**src/rtl/bgd_pkg.sv**
```systemverilog
// bgd_pkg: shared types and constants for the button gesture detector
// holds the transaction payload structs and configuration register indexes
// no dependencies
package bgd_pkg;

  localparam int unsigned CFG_INDEX_BITS = 1;
  localparam int unsigned CFG_DATA_BITS  = 16;

  typedef logic [CFG_INDEX_BITS-1:0] cfg_index_t;
  typedef logic [CFG_DATA_BITS-1:0]  cfg_data_t;

  // configuration register indexes
  localparam cfg_index_t REG_TAP_WINDOW = 1'd0;
  localparam cfg_index_t REG_LONG_PRESS = 1'd1;

  // reset values of the configuration registers
  localparam cfg_data_t TAP_WINDOW_RESET = 16'd300;
  localparam cfg_data_t LONG_PRESS_RESET = 16'd1000;

  // count that flags a double tap
  localparam int unsigned DOUBLE_TAP_COUNT = 2;

  typedef struct packed {
    logic        level;
    logic [31:0] now_ms;
  } in_t;

  typedef struct packed {
    logic       held;
    logic       pressed_event;
    logic       released_event;
    logic       double_tap;
    logic       long_press;
    logic [3:0] clicks;
  } out_t;

endpackage

```
**src/rtl/bgd_track.sv**
```systemverilog
// bgd_track: gesture state registers and the per-sample update logic
// depends on bgd_pkg
module bgd_track #(
  parameter int unsigned TIME_BITS  = 32,
  parameter int unsigned COUNT_BITS = 4
) (
  input  logic              clk,
  input  logic              rst,
  input  logic              step,
  input  bgd_pkg::in_t      sample,
  input  bgd_pkg::cfg_data_t tap_window_ms,
  input  bgd_pkg::cfg_data_t long_press_ms,
  output bgd_pkg::out_t     result
);

  localparam logic [COUNT_BITS-1:0] COUNT_MAX = {COUNT_BITS{1'b1}};

  logic                  prev_level;
  logic [COUNT_BITS-1:0] click_total;
  logic [TIME_BITS-1:0]  last_click_time;
  logic [TIME_BITS-1:0]  press_start_time;
  logic                  long_reported;

  logic                  prev_level_next;
  logic [COUNT_BITS-1:0] click_total_next;
  logic [TIME_BITS-1:0]  last_click_time_next;
  logic [TIME_BITS-1:0]  press_start_time_next;
  logic                  long_reported_next;

  logic [TIME_BITS-1:0]  now;
  logic [TIME_BITS-1:0]  tap_win;
  logic [TIME_BITS-1:0]  long_thr;
  logic [TIME_BITS-1:0]  since_click;
  logic [TIME_BITS-1:0]  since_press;
  logic [COUNT_BITS-1:0] count_kept;
  logic [COUNT_BITS-1:0] count_pressed;
  logic                  rise;
  logic                  fall;
  logic                  dbl;
  logic                  lp;

  always_comb begin
    now         = TIME_BITS'(sample.now_ms);
    tap_win     = TIME_BITS'(tap_window_ms);
    long_thr    = TIME_BITS'(long_press_ms);
    since_click = now - last_click_time;
    rise        = sample.level && !prev_level;
    fall        = !sample.level && prev_level;

    // sequence times out only while released
    if ((click_total != '0) && !prev_level && (since_click > tap_win)) begin
      count_kept = '0;
    end else begin
      count_kept = click_total;
    end

    if (since_click < tap_win) begin
      count_pressed = (count_kept < COUNT_MAX) ? count_kept + 1'b1 : count_kept;
    end else begin
      count_pressed = COUNT_BITS'(1);
    end

    if (rise) begin
      click_total_next      = count_pressed;
      press_start_time_next = now;
      last_click_time_next  = now;
      long_reported_next    = 1'b0;
    end else begin
      click_total_next      = count_kept;
      press_start_time_next = press_start_time;
      last_click_time_next  = last_click_time;
      long_reported_next    = long_reported;
    end
    dbl = rise && (count_pressed == COUNT_BITS'(bgd_pkg::DOUBLE_TAP_COUNT));

    // long press check runs after the edge logic
    since_press = now - press_start_time_next;
    lp = sample.level && !long_reported_next && (since_press >= long_thr);
    if (lp) begin
      long_reported_next = 1'b1;
      click_total_next   = '0;
    end
    prev_level_next = sample.level;

    result.held           = sample.level;
    result.pressed_event  = rise;
    result.released_event = fall;
    result.double_tap     = dbl;
    result.long_press     = lp;
    result.clicks         = 4'(click_total_next);
  end

  always_ff @(posedge clk) begin
    if (rst) begin
      prev_level       <= 1'b0;
      click_total      <= '0;
      last_click_time  <= '0;
      press_start_time <= '0;
      long_reported    <= 1'b0;
    end else if (step) begin
      prev_level       <= prev_level_next;
      click_total      <= click_total_next;
      last_click_time  <= last_click_time_next;
      press_start_time <= press_start_time_next;
      long_reported    <= long_reported_next;
    end
  end

endmodule

```
**src/rtl/button_gesture_detector.sv**
```systemverilog
// button_gesture_detector: top level with handshake stages and config registers
// depends on bgd_pkg and bgd_track
//
// Takes one button poll (level plus a wrapping millisecond timestamp) per
// transaction and returns one result per transaction: the held level, rising
// and falling edge flags, a double tap flag when a press makes the click count
// exactly two, a once-per-press long press flag, and the saturating click
// count. Presses closer than tap_window_ms (register 0, reset 300) extend a
// click sequence; the count clears once the window has passed with the button
// released, and a long press (hold of long_press_ms, register 1, reset 1000)
// also clears it. Only the low TIME_BITS bits of the timestamp are used and
// all time differences wrap. A transaction is registered at the input, goes
// through one pass of compare and subtract logic against the gesture state,
// and lands in the output register. One transaction is taken every cycle as
// long as the output side keeps taking results. Configuration writes must be
// made while no transaction is in flight.
module button_gesture_detector #(
  parameter int unsigned TIME_BITS  = 32,
  parameter int unsigned COUNT_BITS = 4
) (
  input  logic                clk,
  input  logic                rst,
  input  logic                in_valid,
  output logic                in_ready,
  input  bgd_pkg::in_t        in_data,
  output logic                out_valid,
  input  logic                out_ready,
  output bgd_pkg::out_t       out_data,
  input  logic                cfg_we,
  input  bgd_pkg::cfg_index_t cfg_index,
  input  bgd_pkg::cfg_data_t  cfg_data
);

  // configuration registers
  bgd_pkg::cfg_data_t tap_window_ms;
  bgd_pkg::cfg_data_t long_press_ms;

  // input register stage
  logic         stage_valid;
  bgd_pkg::in_t stage_data;

  logic          stage_adv;
  bgd_pkg::out_t result;

  // stage moves forward when the output register is empty or being drained
  assign stage_adv = stage_valid && (!out_valid || out_ready);
  assign in_ready  = !stage_valid || stage_adv;

  always_ff @(posedge clk) begin
    if (rst) begin
      tap_window_ms <= bgd_pkg::TAP_WINDOW_RESET;
      long_press_ms <= bgd_pkg::LONG_PRESS_RESET;
    end else if (cfg_we) begin
      unique case (cfg_index)
        bgd_pkg::REG_TAP_WINDOW: tap_window_ms <= cfg_data;
        bgd_pkg::REG_LONG_PRESS: long_press_ms <= cfg_data;
        default: ;
      endcase
    end
  end

  always_ff @(posedge clk) begin
    if (rst) begin
      stage_valid <= 1'b0;
    end else if (in_ready) begin
      stage_valid <= in_valid;
    end
  end

  always_ff @(posedge clk) begin
    if (in_valid && in_ready) begin
      stage_data <= in_data;
    end
  end

  // gesture state updates exactly once per transaction, when it leaves the stage
  bgd_track #(
    .TIME_BITS (TIME_BITS),
    .COUNT_BITS(COUNT_BITS)
  ) u_track (
    .clk          (clk),
    .rst          (rst),
    .step         (stage_adv),
    .sample       (stage_data),
    .tap_window_ms(tap_window_ms),
    .long_press_ms(long_press_ms),
    .result       (result)
  );

  // output register
  always_ff @(posedge clk) begin
    if (rst) begin
      out_valid <= 1'b0;
    end else if (stage_adv) begin
      out_valid <= 1'b1;
    end else if (out_ready) begin
      out_valid <= 1'b0;
    end
  end

  always_ff @(posedge clk) begin
    if (stage_adv) begin
      out_data <= result;
    end
  end

  // a long press only happens while the button is down
  a_long_needs_held: assert property (@(posedge clk) disable iff (rst)
    out_valid |-> (!out_data.long_press || out_data.held))
    else $error("long press reported with button released");

  // edges agree with the reported level and never coincide
  a_edges_consistent: assert property (@(posedge clk) disable iff (rst)
    out_valid |-> (!(out_data.pressed_event && out_data.released_event) &&
                   (!out_data.pressed_event || out_data.held) &&
                   (!out_data.released_event || !out_data.held)))
    else $error("edge flags inconsistent with held level");

  // a double tap is only flagged on a press
  a_double_on_press: assert property (@(posedge clk) disable iff (rst)
    out_valid |-> (!out_data.double_tap || out_data.pressed_event))
    else $error("double tap without a press");

  // a stalled output with a full stage must block new input
  a_stall_blocks_input: assert property (@(posedge clk) disable iff (rst)
    (stage_valid && out_valid && !out_ready) |-> !in_ready)
    else $error("input accepted while pipeline is full");

endmodule

```
**config.mk**
```make
export PLATFORM = sky130hd
export DESIGN_NAME = button_gesture_detector
export DESIGN_NICKNAME = d
export VERILOG_FILES = /design/src/rtl/bgd_pkg.sv /design/src/rtl/bgd_track.sv /design/src/rtl/button_gesture_detector.sv
export SDC_FILE = /design/constraint.sdc
export NUM_CORES = 1
export LEC_CHECK = 0
export BUFFER_PORTS_ARGS = -buffer_cell sky130_fd_sc_hd__buf_2
export CAP_MARGIN = 20
export CORE_MARGIN = 4
export CORE_UTILIZATION = 61
export DETAILED_ROUTE_END_ITERATION = 6
export PLACE_DENSITY_LB_ADDON = 0.25
export SYNTH_ARGS = -nofsm -noshare
export SYNTH_HDL_FRONTEND = slang
export SYNTH_SLANG_ARGS = --single-unit
```
**constraint.sdc**
```tcl
create_clock -name clk -period 12.45 [get_ports clk]
set_clock_uncertainty 0.1 [all_clocks]
set_input_delay 3.735 -clock clk [delete_from_list [all_inputs] [get_ports clk]]
set_output_delay 3.735 -clock clk [all_outputs]
set_load 0.02 [all_outputs]
```
==> impl_metrics.csv <==
group,metric,value,unit
floorplanning,die_w,135,µm
synthesis,synth.avg_cell_area,8.26,µm²
synthesis,ys.flop_type,"dfxtp_1",
status,outcome,"completed",
sta,fin_crit,8.15,ns
worst_setup_path,critPathTopFamily,"simple AND/OR/NAND/NOR gates",
sta,post-route-period-util,65.5,%
run,drv_cap,0,
floorplanning,die_area,18100,µm²
sta,slew_headroom,25.5,%
synthesis,syn_nets,1335,
synthesis,yosysSeqAreaShare,34.2,%
layout,final_cell_mix,"220 x nand2_1, 170 x a21oi_1, 104 x dfxtp_1",
worst_setup_path,end_kind,"primary output",
worst_setup_path,setup.worst_path.start,"out_ready",
floorplanning,ios,66,
sta,clock.fmax,123,MHz
clock_tree,cts_hold_buf,0,
clock_tree,cts_made_buffers,17,
worst_setup_path,critical-path-max-stage-delay,0.22,ns
sta,setup_viol,0,
clock_tree,clkSlewWorstSetupHoldPaths,0.06,ns
worst_setup_path,cp-start-kind,"input pin",
routing,drt_iter0_markers,676,
floorplanning,die_height,135,µm
synthesis,synth_cell_types,76,
placed_design,io_buffer_count,65,
routing,vias,8560,
worst_setup_path,path_max_fanout,4,
worst_setup_path,cp.required,8.61,ns
clock_tree,cts.path.max_buffers,2,
worst_setup_path,crit_cells,4,
routing,ant_nets,0,
clock_tree,cts_sinks,146,
sta,grt_setup_unrepaired,"false",
worst_hold_path,hold_start,"u_track.press_start_time[17]",
routing,wl_per_cell,15.9,µm
placed_design,placed_cells,1418,
pwr,peakVddDrop,0.105,mV
worst_setup_path,crit_buf_inv,2,
synthesis,synth-edff-count,42,
worst_setup_path,path_class,"in2out",
sta,worst_slew_pin_slew,1.12,ns
worst_hold_path,min_path_cells,2,
routing,wirelength,23000,µm
sta,fin_tns_setup,0,ns
synthesis,yosys-top-cells-area,"dfxtp_1 21%, edfxtp_1 13%, ha_1 12%, a21oi_1 8.7%, nand2_1 8.5%",
sta,slew_violations,0,
placed_design,post-dp-hpwl,17100,µm
floorplanning,start_util,63.3,%
worst_setup_path,r2r_start,"stage_data[32]",
layout,area_growth,9.89,%
global_routing,antenna_found_initial,0,
synthesis,netlist_area,9770,µm²
floorplanning,core,15400,µm²
worst_setup_path,slowest_stage,"nor2b_1",
global_routing,first_global_vias,7777,
layout,seqCellArea,3340,µm²
worst_setup_path,cp_cell_sequence,"buf_2 -> nor2b_1 -> nand2_1 -> buf_2",
clock_tree,post_cts_buffers,0,
layout,mostFrequentLayoutCell,"nand2_1",
clock_tree,ctsResizeCount,0,
synthesis,synthCells,1183,
synthesis,synth_top_cell_area_share,21.3,%
placed_design,place_congestion,0.907,
clock_tree,cts-htree-levels,4,
floorplanning,placementRows,45,
pwr,p_total,0.00135,W
sta,finalHoldViolCount,0,
synthesis,ys_warn_count,0,
clock_tree,clock_latency,0.43,ns
pwr,power_density,126,nW/µm²
routing,vias_per_cell,5.90,
layout,diodes,0,
clock_tree,cts_tree,"done",
global_routing,grt_use_total,26.0,%
synthesis,synth_top_area_cell,"dfxtp_1",
routing,drc,0,
layout,drive_gt1_share,9.77,%
layout,nNetsFinal,1378,
routing,drtPass1Iterations,5,
layout,fin_cells,1450,
layout,multi_input_area,5920,µm²
synthesis,yosys_register_bits,146,
worst_setup_path,worstPathArrival,4.32,ns
synthesis,async_flop_share,0,%
global_routing,grt_pass1_wl,38200,µm
worst_setup_path,cp_common_cell,"buf_2",
worst_setup_path,worst-r2r-cell-count,23,
pwr,leakagePower,4.28,nW
layout,fill_cells,1283,
global_routing,overflow,0,
worst_hold_path,hold_class,"reg2reg",
global_routing,grt_max_degree,106,
clock_tree,root_buffer,"clkbuf_16",
[cell type report]
type                    instances  area share (%)
clock buffers                  23            4.56
flip-flops and latches        146            31.1
inverters                      82            2.87
clock inverters                 9           0.536
well taps                     211            2.46
repair buffers                 69            3.31
multi-input cells             910            55.1
[worst reg2reg max path, cell delays in order (launching register included)]
cell and delay (ns):
edfxtp_1 0.47, nand2_2 0.10, buf_4 0.52, nand2_1 0.15, o21ai_0 0.11, ha_1 0.25, inv_1 0.07, fa_1 0.42
a211oi_1 0.35, o211ai_1 0.17, a31o_2 0.26, a21oi_1 0.30, xnor2_1 0.20, ha_1 0.28, nand2_1 0.06, o21ai_0 0.11
a211oi_1 0.24, a211oi_1 0.17, a2111oi_2 0.38, nand4_1 0.19, nor4_4 0.36, a41oi_4 0.27, or4b_1 0.59, a221oi_2 0.22
[per-stage QoR]
| step | worst slack, ns | hold WS (ns) | util, % | instance area [µm²] |
|---|---|---|---|---|
| finish | 4.30 | 0.354 | 69.6 | 10700 |
| floorplan | 4.52 | 0.336 | - | 9770 |
| global route | 4.22 | 0.369 | 69.6 | 10700 |
| detailed placement | 4.31 | 0.346 | 66.0 | 10200 |
| global placement | 4.35 | 0.342 | 66.0 | 10200 |
| CTS | 4.29 | 0.355 | 69.6 | 10700 |
[flip-flops by register name, summed over array words and instances, names as in the netlist]
| register | flops |
|---|---|
| long_press_ms | 16 |
| out_data | 9 |
| out_valid | 1 |
| stage_data | 33 |
| stage_valid | 1 |
| tap_window_ms | 16 |
| u_track.click_total | 4 |
| u_track.last_click_time | 32 |
| u_track.long_reported | 1 |
| u_track.press_start_time | 32 |
| u_track.prev_level | 1 |
[layer usage]
layer  vias to the layer above  part of all wire, %  global-route usage, %  routed length [µm]
li1                       4308                    -                      -                   -
met1                      3991                   50                   37.7               11500
met2                       235                   43                   39.8                9970
met3                        26                  5.1                   4.66                1180
met4                         0                  1.5                   7.69                 344
met5                         -                    0                      0                   0
[cell usage after synthesis (24+ instances only)]
| cell | n |
|---|---|
| nor2_1 | 51 |
| dfxtp_1 | 104 |
| a21o_1 | 24 |
| a21oi_1 | 170 |
| edfxtp_1 | 42 |
| nand2_1 | 222 |
| ha_1 | 95 |
| inv_1 | 82 |
| clkbuf_1 | 30 |
| xnor2_1 | 29 |
| mux2i_1 | 34 |
| o21ai_0 | 47 |
[final timing paths]
kind	end	slack [ns]
hold reg to reg	u_track.press_start_time[17]	0.35
setup reg to reg	u_track.click_total[0]	6.02
setup / recovery	in_ready	4.30
hold / removal	u_track.press_start_time[17]	0.35
[cell families after synthesis]
kind of cell,count (synthesis),share of synthesized area (%)
multiplexers,34,3.48
flip-flops,146,34.2
AND/OR/NAND/NOR,374,17.1
XOR/XNOR,48,4.30
buffers and inverters,127,5.34
adder cells (fa/ha/maj),97,12.6
AO/OA/AOI/OAI,357,22.9
[where the power goes]
part | switching [W] | total, W | internal, W
sequential | 0.0000155 | 0.000527 | 0.000511
combinational | 0.000210 | 0.000348 | 0.000138
clock | 0.000198 | 0.000474 | 0.000276
total | 0.000423 | 0.00135 | 0.000925
Power figures use the tool's default switching activity.
